===== src/hmv_pkg.sv =====
// shared constants and helpers for the half matrix-vector multiplier
package hmv_pkg;

  localparam int LOG_SIZE = 6;
  localparam int VEC_N    = 1 << LOG_SIZE;
  localparam int ROW_W    = 6;

  localparam logic [LOG_SIZE-1:0] IDX_LAST = LOG_SIZE'(VEC_N - 1);

  localparam logic MODE_VECTOR = 1'b0;
  localparam logic MODE_MATRIX = 1'b1;

  // half code: low byte from bits 31..24, high byte from bits 23..16
  function automatic logic [15:0] half_of(input logic [31:0] w);
    half_of = {w[23:16], w[31:24]};
  endfunction

endpackage


===== src/hmv_if.sv =====
// valid/ready channel interfaces for input words and row results
interface hmv_in_if;
  logic        valid;
  logic        ready;
  logic        mode;
  logic [31:0] word;

  modport source (output valid, output mode, output word, input ready);
  modport sink (input valid, input mode, input word, output ready);
endinterface

interface hmv_out_if;
  logic                    valid;
  logic                    ready;
  logic [31:0]             value;
  logic [hmv_pkg::ROW_W-1:0] row;
  logic                    last_row;

  modport source (output valid, output value, output row, output last_row, input ready);
  modport sink (input valid, input value, input row, input last_row, output ready);
endinterface


===== src/hmv_fadd.sv =====
// single-precision adder, round to nearest even, normal or zero operands
module hmv_fadd (
  input  logic [31:0] a_i,
  input  logic [31:0] b_i,
  output logic [31:0] sum_o
);

  function automatic logic [4:0] lzc27(input logic [26:0] v);
    logic [4:0] n;
    n = 5'd27;
    for (int i = 0; i < 27; i++) begin
      if (v[i]) n = 5'(26 - i);
    end
    lzc27 = n;
  endfunction

  always_comb begin
    logic        swap;
    logic [31:0] big;
    logic [31:0] sml;
    logic [7:0]  d;
    logic [7:0]  dcap;
    logic [26:0] mb;
    logic [26:0] ms;
    logic [53:0] shw;
    logic [26:0] al;
    logic [27:0] s;
    logic [26:0] nm;
    logic [8:0]  ne;
    logic [4:0]  lz;
    logic        rup;
    logic [24:0] rm;
    logic [8:0]  fe;
    logic [22:0] fr;
    // order operands by magnitude
    swap = b_i[30:0] > a_i[30:0];
    big  = swap ? b_i : a_i;
    sml  = swap ? a_i : b_i;
    mb   = {|big[30:23], big[22:0], 3'b000};
    ms   = {|sml[30:23], sml[22:0], 3'b000};
    // align the smaller one, collapsing lost bits into sticky
    d    = big[30:23] - sml[30:23];
    dcap = (d > 8'd27) ? 8'd27 : d;
    shw  = {ms, 27'd0} >> dcap;
    al   = shw[53:27] | {26'd0, |shw[26:0]};
    // add or subtract magnitudes
    s = (big[31] == sml[31]) ? ({1'b0, mb} + {1'b0, al}) : ({1'b0, mb} - {1'b0, al});
    // normalize
    lz = lzc27(s[26:0]);
    if (s[27]) begin
      nm = s[27:1] | {26'd0, s[0]};
      ne = {1'b0, big[30:23]} + 9'd1;
    end else begin
      nm = s[26:0] << lz;
      ne = {1'b0, big[30:23]} - {4'd0, lz};
    end
    // round to nearest even
    rup = nm[2] & (nm[1] | nm[0] | nm[3]);
    rm  = {1'b0, nm[26:3]} + {24'd0, rup};
    if (rm[24]) begin
      fe = ne + 9'd1;
      fr = rm[23:1];
    end else begin
      fe = ne;
      fr = rm[22:0];
    end
    if (s == 28'd0) sum_o = 32'd0;
    else sum_o = {big[31], fe[7:0], fr};
  end

endmodule


===== src/half_matrix_vector_multiply_top.sv =====
// top level: vector store, widening multiplier and row accumulator
// Takes one word per cycle, back to back. Mode 0 words load the vector store
// (64 entries, one synchronous RAM port each way); mode 1 words are matrix
// elements in row-major order. A matrix word passes three stages: RAM read of
// the vector element, exact half-by-half product, then a combinational fp32
// add into the row accumulator. The result word is registered from the adder
// with the row's last product. The pipeline stalls only while a finished row
// meets a result word still waiting at the output; input ready drops for those
// cycles and is low during reset. No clearing pass after reset.
module half_matrix_vector_multiply_top (
  input  logic clk,
  input  logic rst_n,
  hmv_in_if.sink    in_ch,
  hmv_out_if.source out_ch
);

  logic [31:0] mem [hmv_pkg::VEC_N];

  logic [hmv_pkg::LOG_SIZE-1:0] ld_r, col_r, row_r;
  logic [31:0] rd_r, w1_r, prod_r, acc_r, sum;
  logic        s1_valid_r, s1_last_r, s2_valid_r, s2_last_r;
  logic        out_valid_r, out_last_r;
  logic [31:0] out_value_r;
  logic [hmv_pkg::ROW_W-1:0] out_row_r;
  logic        en, in_fire, emit;

  // global advance: hold only when a finished row finds the result slot occupied
  assign en      = !(s2_valid_r && s2_last_r && out_valid_r && !out_ch.ready);
  assign in_ch.ready = en && rst_n;
  assign in_fire = in_ch.valid && in_ch.ready;
  assign emit    = en && s2_valid_r && s2_last_r;

  // vector store write and element read
  always_ff @(posedge clk) begin
    if (in_fire && in_ch.mode == hmv_pkg::MODE_VECTOR) mem[ld_r] <= in_ch.word;
    if (en) begin
      rd_r <= mem[col_r];
      w1_r <= in_ch.word;
    end
  end

  // index counters and stage-one control
  always_ff @(posedge clk) begin
    if (!rst_n) begin
      ld_r <= '0;
      col_r <= '0;
      s1_valid_r <= 1'b0;
      s1_last_r <= 1'b0;
    end else if (en) begin
      s1_valid_r <= in_fire && in_ch.mode == hmv_pkg::MODE_MATRIX;
      s1_last_r  <= col_r == hmv_pkg::IDX_LAST;
      if (in_fire && in_ch.mode == hmv_pkg::MODE_VECTOR) ld_r <= ld_r + 1'b1;
      if (in_fire && in_ch.mode == hmv_pkg::MODE_MATRIX) col_r <= col_r + 1'b1;
    end
  end

  // exact product of two widened halves
  logic [15:0] ha, hb;
  logic [21:0] pm;
  logic [7:0]  pe;
  logic [31:0] prod_nxt;
  always_comb begin
    ha = hmv_pkg::half_of(rd_r);
    hb = hmv_pkg::half_of(w1_r);
    pm = {1'b1, ha[9:0]} * {1'b1, hb[9:0]};
    pe = 8'(ha[14:10]) + 8'(hb[14:10]) + 8'd97;
    if (pm[21]) prod_nxt = {ha[15] ^ hb[15], pe + 8'd1, pm[20:0], 2'b00};
    else prod_nxt = {ha[15] ^ hb[15], pe, pm[19:0], 3'b000};
  end

  always_ff @(posedge clk) begin
    if (en) prod_r <= prod_nxt;
  end

  always_ff @(posedge clk) begin
    if (!rst_n) begin
      s2_valid_r <= 1'b0;
      s2_last_r <= 1'b0;
    end else if (en) begin
      s2_valid_r <= s1_valid_r;
      s2_last_r  <= s1_last_r;
    end
  end

  // accumulate
  hmv_fadd u_fadd (.a_i(acc_r), .b_i(prod_r), .sum_o(sum));

  always_ff @(posedge clk) begin
    if (!rst_n) begin
      acc_r <= 32'd0;
      row_r <= '0;
      out_valid_r <= 1'b0;
    end else begin
      if (emit) out_valid_r <= 1'b1;
      else if (out_ch.ready) out_valid_r <= 1'b0;
      if (en && s2_valid_r) acc_r <= s2_last_r ? 32'd0 : sum;
      if (emit) row_r <= row_r + 1'b1;
    end
  end

  // result word register
  always_ff @(posedge clk) begin
    if (emit) begin
      out_value_r <= sum;
      out_row_r   <= hmv_pkg::ROW_W'(row_r);
      out_last_r  <= row_r == hmv_pkg::IDX_LAST;
    end
  end

  assign out_ch.valid    = out_valid_r;
  assign out_ch.value    = out_value_r;
  assign out_ch.row      = out_row_r;
  assign out_ch.last_row = out_last_r;

  a_emit_valid: assert property (@(posedge clk) disable iff (!rst_n)
    emit |=> out_valid_r) else $error("row result not presented");
  a_acc_clear: assert property (@(posedge clk) disable iff (!rst_n)
    emit |=> acc_r == 32'd0) else $error("accumulator not cleared after row");
  a_row_wrap: assert property (@(posedge clk) disable iff (!rst_n)
    emit && row_r == hmv_pkg::IDX_LAST |=> row_r == '0) else $error("row index did not wrap");
  a_stall_hold: assert property (@(posedge clk) disable iff (!rst_n)
    !en |=> $stable(col_r) && $stable(acc_r)) else $error("state moved during stall");

endmodule


===== src/flat_wrapper.sv =====
// flat-port wrapper written by rule: the top's interface ports become plain ports
module half_matrix_vector_multiply_top_flat 
  (clk, rst_n, in_ch_valid, in_ch_mode, in_ch_word, in_ch_ready, out_ch_valid, out_ch_value, out_ch_row, out_ch_last_row, out_ch_ready);
  hmv_in_if in_ch_i ();
  hmv_out_if out_ch_i ();
  input  logic clk;
  input  logic rst_n;
  input wire logic [$bits(in_ch_i.valid)-1:0] in_ch_valid;
  input wire logic [$bits(in_ch_i.mode)-1:0] in_ch_mode;
  input wire logic [$bits(in_ch_i.word)-1:0] in_ch_word;
  output wire logic [$bits(in_ch_i.ready)-1:0] in_ch_ready;
  output wire logic [$bits(out_ch_i.valid)-1:0] out_ch_valid;
  output wire logic [$bits(out_ch_i.value)-1:0] out_ch_value;
  output wire logic [$bits(out_ch_i.row)-1:0] out_ch_row;
  output wire logic [$bits(out_ch_i.last_row)-1:0] out_ch_last_row;
  input wire logic [$bits(out_ch_i.ready)-1:0] out_ch_ready;
  assign in_ch_i.valid = in_ch_valid;
  assign in_ch_i.mode = in_ch_mode;
  assign in_ch_i.word = in_ch_word;
  assign in_ch_ready = in_ch_i.ready;
  assign out_ch_valid = out_ch_i.valid;
  assign out_ch_value = out_ch_i.value;
  assign out_ch_row = out_ch_i.row;
  assign out_ch_last_row = out_ch_i.last_row;
  assign out_ch_i.ready = out_ch_ready;
  half_matrix_vector_multiply_top u_core (.clk(clk), .rst_n(rst_n), .in_ch(in_ch_i), .out_ch(out_ch_i));
endmodule

===== config.mk =====
export PLATFORM = sky130hd
export DESIGN_NAME = half_matrix_vector_multiply_top_flat
export DESIGN_NICKNAME = d
export VERILOG_FILES = /design/src/hmv_pkg.sv /design/src/hmv_if.sv /design/src/hmv_fadd.sv /design/src/half_matrix_vector_multiply_top.sv /design/src/flat_wrapper.sv
export SDC_FILE = /design/constraint.sdc
export NUM_CORES = 2
export LEC_CHECK = 0
export BUFFER_PORTS_ARGS = -buffer_cell sky130_fd_sc_hd__buf_2
export CORE_ASPECT_RATIO = 0.6
export CORE_MARGIN = 3
export CORE_UTILIZATION = 47
export CTS_CLUSTER_SIZE = 24
export DETAILED_ROUTE_END_ITERATION = 12
export GPL_ROUTABILITY_DRIVEN = 0
export SETUP_SLACK_MARGIN = 0.05
export SYNTH_ARGS = -nofsm -noshare
export SYNTH_HDL_FRONTEND = slang
export SYNTH_HIERARCHICAL = 1
export SYNTH_SLANG_ARGS = --single-unit

===== constraint.sdc =====
create_clock -name clk -period 15.4 [get_ports clk]
set_input_delay 0.77 -clock clk [delete_from_list [all_inputs] [get_ports clk]]
set_output_delay 0.77 -clock clk [all_outputs]
set_load 0.02 [all_outputs]

Word level (Yosys, flattened, before mapping)
Memory sizes are Yosys's and may differ from the RTL's. A register that Yosys moved wholly into a read port is not among the register bits.
Index checks and enable logic that the tools add are counted.
{"block": "totals", "register_bits": 158, "ram_bits": 2048, "output_inout_bits": 41, "mem_count": 1}
{"name": "u_core.mem", "depth": 64, "width": 32, "read_ports": 1, "rd_clocked_by_memory_dff": 1, "write_ports": 1, "line": "half_matrix_vector_multiply_top.sv:17", "source": "logic [31:0] mem [hmv_pkg::VEC_N];"}
{"block": "op_classes", "n_addsub": 13, "multipliers": 1, "magnitude_cmp": 2, "n_eq_ne": 3, "shift": 2, "n_mux": 42, "bitwise_logic": 8, "reduce_logical": 19}
{"operator": "5-bit two-way mux", "n": 26}
{"operator": "32-bit two-way mux", "n": 4}
{"operator": "27-bit by 1-bit bitwise OR with 27-bit output", "n": 2}
{"operator": "54-bit by 8-bit right shift with 54-bit output", "n": 1}
{"operator": "31-bit greater-than comparator", "n": 1}
{"operator": "31-bit two-way mux", "n": 1}
{"operator": "27-bit by 27-bit adder with 28-bit output", "n": 1}
{"operator": "28-bit zero test", "n": 1}
{"operator": "28-bit two-way mux", "n": 1}
{"operator": "27-bit by 27-bit subtractor with 28-bit output", "n": 1}
{"operator": "27-bit two-way mux", "n": 1}
{"operator": "27-bit OR reduction", "n": 1}
{"operator": "27-bit by 5-bit << shifter with 27-bit output", "n": 1}
{"operator": "24-bit by 1-bit adder with 25-bit output", "n": 1}
{"operator": "8-bit by 1-bit adder with 8-bit output, second input constant", "n": 3}
{"operator": "8-bit two-way mux", "n": 3}
{"operator": "23-bit two-way mux", "n": 1}
{"operator": "11-bit by 11-bit multiplier with 22-bit output", "n": 1}
{"operator": "6-bit by 1-bit adder with 6-bit output, second input constant", "n": 3}
{"operator": "8-bit OR reduction", "n": 2}
{"operator": "6-bit equality test, second input constant", "n": 2}
{"operator": "1-bit logical AND", "n": 9}
{"operator": "8-bit by 7-bit adder with 8-bit output, second input constant", "n": 1}
{"operator": "8-bit by 5-bit greater-than comparator with 1-bit output, second input constant", "n": 1}
{"operator": "other kinds (12)", "n": 21}

Depth between registers and ports, before layout
{"block": "depth", "word_depth": 46, "depth_mapped": 71, "ltp_nobuf": 60}

By module
Netlist, hierarchy kept.
{"module": "half_matrix_vector_multiply_top", "instances": 1, "cells_per_inst": 2470, "area_each_um2": 48914.4, "seq_area_each_um2": 34883.5}
{"module": "hmv_fadd", "instances": 1, "cells_per_inst": 1792, "area_each_um2": 11543.6, "seq_area_each_um2": 0.0}

Least setup slack after synthesis
No wires, ideal clock.
{"block": "synth_timing", "path_kind": "register to register", "from": "reg u_core.prod_r[22]", "to": "reg u_core.acc_r[27]", "setup_time_ns": 0.118, "arrival_time_ns": 12.664, "slack_ns": 2.618, "stages_incl_launch_ff": 65, "path_buffers": 14, "path_cell_list": "edfxtp_1 ha_1 nand4_2 nor4_1 o21ai_1 and4_1 buf_6 nor2_1 clkbuf_1 clkbuf_1 clkbuf_1 clkbuf_1 a21oi_1 ha_1 o21a_1 o21a_1 o211a_1 a2111o_1 [... 29 more ...] clkbuf_1 nand2_4 buf_2 buf_4 clkbuf_1 o41ai_1 a311oi_1 inv_1 ha_1 inv_1 nor4_2 nand2_1 nor3_1 buf_2 a31o_2 a21oi_1 a22oi_1 nor2b_1"}
{"block": "synth_via", "elab_chain_cells": 46}
{"element": "start, declared", "line": "half_matrix_vector_multiply_top.sv:20", "source": "logic [31:0] rd_r, w1_r, prod_r, acc_r, sum;"}
{"element": "start signal, assigned", "line": "half_matrix_vector_multiply_top.sv:72", "source": "if (en) prod_r <= prod_nxt;"}
{"element": "31-bit greater-than comparator", "line": "hmv_fadd.sv:36", "source": "swap = b_i[30:0] > a_i[30:0];"}
{"element": "32-bit two-way mux, on equally long branches", "line": "hmv_fadd.sv:37, hmv_fadd.sv:38"}
{"element": "8-bit subtractor", "line": "hmv_fadd.sv:42", "source": "d = big[30:23] - sml[30:23];"}
{"element": "8-bit by 5-bit greater-than comparator with 1-bit output", "line": "hmv_fadd.sv:43", "source": "dcap = (d > 8'd27) ? 8'd27 : d;"}
{"element": "8-bit two-way mux", "line": "hmv_fadd.sv:43"}
{"element": "54-bit by 8-bit right shift with 54-bit output", "line": "hmv_fadd.sv:44", "source": "shw = {ms, 27'd0} >> dcap;"}
{"element": "27-bit OR reduction", "line": "hmv_fadd.sv:45", "source": "al = shw[53:27] | {26'd0, |shw[26:0]};"}
{"element": "27-bit by 1-bit bitwise OR with 27-bit output", "line": "hmv_fadd.sv:45"}
{"element": "[... 30 more ...]"}
{"element": "27-bit two-way mux", "line": "hmv_fadd.sv:50", "source": "if (s[27]) begin"}
{"element": "1-bit bitwise OR (2 in a row)", "line": "hmv_fadd.sv:58", "source": "rup = nm[2] & (nm[1] | nm[0] | nm[3]);"}
{"element": "1-bit AND", "line": "hmv_fadd.sv:58"}
{"element": "24-bit by 1-bit adder with 25-bit output", "line": "hmv_fadd.sv:59", "source": "rm = {1'b0, nm[26:3]} + {24'd0, rup};"}
{"element": "8-bit two-way mux", "line": "hmv_fadd.sv:60", "source": "if (rm[24]) begin"}
{"element": "32-bit two-way mux (*)", "line": "hmv_fadd.sv:67", "source": "if (s == 28'd0) sum_o = 32'd0;"}
{"element": "net u_core.sum[27]", "line": "half_matrix_vector_multiply_top.sv:20"}
{"element": "32-bit two-way mux (*)", "line": "half_matrix_vector_multiply_top.sv:96", "source": "if (en && s2_valid_r) acc_r <= s2_last_r ? 32'd0 : sum;"}
{"element": "end signal, assigned", "line": "half_matrix_vector_multiply_top.sv:96"}
{"element": "end, declared", "line": "half_matrix_vector_multiply_top.sv:20"}
The timed path passes the listed nets; every way through them passes the cells marked *.
A chain may end at the register's enable or synchronous reset.

Worst setup path after layout
{"block": "layout_timing", "from": "reg u_core.acc_r[26]", "to": "reg u_core.acc_r[9]"}
{"block": "layout_via", "elab_chain_cells": 46}
{"element": "31-bit greater-than comparator", "line": "hmv_fadd.sv:36"}
{"element": "32-bit two-way mux, on equally long branches", "line": "hmv_fadd.sv:37, hmv_fadd.sv:38"}
{"element": "8-bit subtractor", "line": "hmv_fadd.sv:42"}
{"element": "8-bit by 5-bit greater-than comparator with 1-bit output", "line": "hmv_fadd.sv:43"}
{"element": "8-bit two-way mux", "line": "hmv_fadd.sv:43"}
{"element": "54-bit by 8-bit right shift with 54-bit output", "line": "hmv_fadd.sv:44"}
{"element": "27-bit OR reduction", "line": "hmv_fadd.sv:45"}
{"element": "27-bit by 1-bit bitwise OR with 27-bit output", "line": "hmv_fadd.sv:45"}
{"element": "[... 30 more ...]"}
{"element": "27-bit two-way mux", "line": "hmv_fadd.sv:50"}
{"element": "1-bit bitwise OR (2 in a row)", "line": "hmv_fadd.sv:58"}
{"element": "1-bit AND", "line": "hmv_fadd.sv:58"}
{"element": "24-bit by 1-bit adder with 25-bit output", "line": "hmv_fadd.sv:59"}
{"element": "23-bit two-way mux", "line": "hmv_fadd.sv:60"}
{"element": "32-bit two-way mux (*)", "line": "hmv_fadd.sv:67"}
{"element": "net u_core.sum[9]", "line": "half_matrix_vector_multiply_top.sv:20"}
{"element": "32-bit two-way mux (*)", "line": "half_matrix_vector_multiply_top.sv:96"}
Marks and branches as above.

==> flow_metrics.py <==
metrics = {
    "cts": {
        "post-cts-setup-buffers": 0,
        "cts_sinks": 1180,
        "worstSkewPairLatency_ns": 0.73,
        "clk_pin_slew_worst_paths_ns": 0.06,
        "cts_root_buf": "clkbuf_16",
        "cts_buffers": 104,
        "cts_tree": "built",
        "cts_max_level": 3,
        "cts_buffer_depth": 3,
    },
    "synthesis": {
        "synth_warnings": 6,
        "synthAdderAreaFrac_pct": 6.060,
        "synthSimpleGateAreaFrac_pct": 8.193,
        "yosysUniqueCellTypes": 119,
        "synth_compound_area_share_pct": 9.745,
        "synth_xor_area_share_pct": 1.231,
        "synth_top_family_by_area": "multiplexers",
        "yosysSeqAreaShare_pct": 57.70,
        "syn_area_um2": 60460,
        "synth_edf_count": 1125,
        "ys.flop_type": "edfxtp_1",
        "syn-instance-count": 4262,
        "async_flop_share_pct": 0,
        "ys_ff_latch": 1180,
        "synth.avg_cell_area_um2": 14.19,
        "muxShareOfSynthArea_pct": 13.65,
    },
    "setup_path": {
        "critPathLaunchType": "register",
        "crit_fanout": 14,
        "path_common_cell": "a21oi_1",
        "regToRegSetupSlack_ns": 0.78,
        "end_kind": "register",
        "crit_family": "compound AO/OA/AOI/OAI gates",
        "cp_slowest_cell": "o32ai_1",
        "worstPathBufferInverterCount": 7,
        "r2r-end": "u_core/acc_r[9]$_SDFFE_PN0P_",
        "r2r_cells": 55,
        "cp.required_ns": 16.05,
        "slowest_delay_ns": 0.68,
        "cp.arrival_ns": 15.27,
        "r2r_start": "u_core/acc_r[26]$_SDFFE_PN0P_",
        "path_class": "register to register",
    },
    "drt": {
        "drc_errors": 0,
        "avgRoutedWirePerCell_um": 28.56,
        "vias": 39390,
        "drtIter0Drc": 5860,
        "ant_nets": 0,
        "dr.pass1.iters": 8,
        "finalWirelength_um": 175900,
        "viasPerCell": 6.396,
    },
    "sta": {
        "drv_slew": 3,
        "tightest_slew_ns": 1.519,
        "fin_setup_tns_ns": 0,
        "skew_ns": 0.03240,
        "fmax_mhz": 68.42,
        "setup_viol": 0,
        "hold_viol": 0,
        "grt_setup_unrepaired": "false",
        "min_period_over_period_pct": 94.90,
        "fin_crit_ns": 14.62,
        "max_slew_margin_pct": -2.363,
    },
    "global_routing": {
        "grt_pass1_wl_um": 256700,
        "grt_max_degree": 97,
        "antenna_found_initial": 4,
        "track_usage_pct": 26.25,
        "grt_pass1_vias": 36750,
        "grt_overflow_total": 0,
    },
    "min_path": {
        "hold_end": "u_core/s2_last_r$_SDFFE_PN0N_",
        "holdPathStages": 1,
        "hp-class": "register to register",
        "hold_start": "u_core/s1_last_r$_SDFFE_PN0N_",
    },
    "floorplan": {
        "initial_utilization_pct": 47.56,
        "dieArea_um2": 133100,
        "ioPinCount": 78,
        "rows": 101,
        "die_h_um": 283.8,
        "core_area_um2": 127100,
        "fp.dieW_um": 469.0,
    },
    "layout": {
        "area_delta_synth_final_pct": 10.45,
        "most-common-layout-cells": "edfxtp_1 (1125), mux4_2 (325), nand2_1 (264)",
        "nets": 4648,
        "post-route-cell-area_um2": 66780,
        "layout_commonest_cell": "edfxtp_1",
        "drive_gt1_share_pct": 19.99,
    },
    "job": {
        "cap_violations": 1,
    },
    "placed_design": {
        "hpwl_um": 120100,
        "place_area_um2": 63410,
        "io_buffer_count": 61,
    },
    "status": {
        "status": "complete, but fails checks",
        "violations": "max-capacitance violations, max-slew violations",
    },
}
==> cells in the mapped netlist (15+ instances only) <==
cell      instances  area share [%]
mux2i_1          65             1.1
o21ai_1          22            0.18
a211oi_1         63            0.78
and2_1           73            0.76
and3_1           29            0.30
nand3_1          70            0.58
buf_1            26            0.16
nor4_1           27            0.28
fa_1             83             2.7
clkbuf_1        137            0.85
a211o_1          15            0.22
nand4_1          39            0.40
o21ai_0         150             1.2
nand2b_1         29            0.30
dfxtp_1          55             1.8
a31oi_1          36            0.37
inv_1           234             1.5
mux4_2          325              12
ha_1            160             3.3
or3_1            15            0.16
o21a_1           22            0.27
a21oi_1         198             1.6
buf_2            68            0.56
a21o_1           34            0.42
o31ai_1          25            0.31
nor3_1           63            0.52
o211ai_1         33            0.41
nor2_1          222             1.4
edfxtp_1       1125              56
xor2_1           25            0.36
o22ai_1          20            0.21
nand2_1         264             1.6
a22oi_1          48            0.60
xnor2_1          60            0.87
nor2b_1          85            0.88
==> through the flow <==
stage	instances	worst slack, ns	util [%]	hold WS (ns)
global route	6158	0.1466	52.52	0.5004
floorplan	4267	2.618	-	0.4406
detailed placement	5961	1.452	49.88	0.4607
global placement	5961	1.474	49.88	0.4571
CTS	6157	1.394	52.50	0.4507
finish	6159	0.7847	52.53	0.4882
==> worst reg2reg max path, delay by kind of cell (launching register included) <==
| kind | cells | cell delay, ns |
|---|---|---|
| compound gates | 32 | 8.54 |
| fa+ha+maj | 3 | 0.96 |
| buf+inv | 7 | 1.28 |
| flops | 1 | 0.40 |
| simple gates | 13 | 3.37 |
==> how the worst max path moves through the flow <==
stage,start,depth (start not counted),endpoint,slack [ns]
3_5_place_dp,u_core/acc_r[24]$_SDFFE_PN0P_,56,u_core/acc_r[9]$_SDFFE_PN0P_,1.45
2_1_floorplan,u_core/prod_r[22]$_DFFE_PN_,64,u_core/acc_r[27]$_SDFFE_PN0P_,2.62
5_1_grt,u_core/acc_r[24]$_SDFFE_PN0P_,57,u_core/acc_r[30]$_SDFFE_PN0P_,0.15
4_1_cts,u_core/acc_r[24]$_SDFFE_PN0P_,56,u_core/acc_r[9]$_SDFFE_PN0P_,1.39
6_report,u_core/acc_r[26]$_SDFFE_PN0P_,55,u_core/acc_r[9]$_SDFFE_PN0P_,0.78
3_3_place_gp,u_core/acc_r[26]$_SDFFE_PN0P_,56,u_core/acc_r[9]$_SDFFE_PN0P_,1.47
==> metal layers <==
| layer | track usage, % | part of all wire (%) | vias up |
|---|---|---|---|
| met2 | 30.27 | 36 | 2338 |
| li1 | - | - | 16840 |
| met4 | 4.310 | 1.6 | 8 |
| met5 | 3.535 | 0.37 | - |
| met3 | 12.18 | 15 | 211 |
| met1 | 43.45 | 47 | 20000 |
==> logic make-up after synthesis <==
family,Yosys count
compound gates,857
simple gates,988
other cells,1
xor+xnor,85
mux,415
flops,1180
buf+inv,493
fa+ha+maj,243
==> timing repair <==
item | 4_1_cts | 5_1_grt
hold buffers | 0 | 0
hold endpoints to repair | 0 | 0
endpoints found under the setup margin | 0 | 10
gates resized for setup | 0 | 4
==> cell type report <==
cell class	instances	area, µm²
fill	10550	60350
timing repair buffer	250	1749
inverter	238	894.6
multi-input combinational	2594	23760
antenna	2	5.005
clock inverter	62	606.8
sequential	1180	34900
tap	1699	2126
clock buffer	134	2735
==> sequential cells by signal (all words and copies together), names as in the netlist, 6 cells and up <==
register and cells:
u_core/rd_r 16, u_core/ld_r 6, u_core/w1_r 16, u_core/out_ch.row 6
u_core/acc_r 32, u_core/prod_r 30, u_core/mem 1024, u_core/out_ch.value 32
u_core/row_r 6, u_core/col_r 6
Power is not shown: default switching activity piles up to over one toggle a cycle in this logic, so the estimate is an artifact.
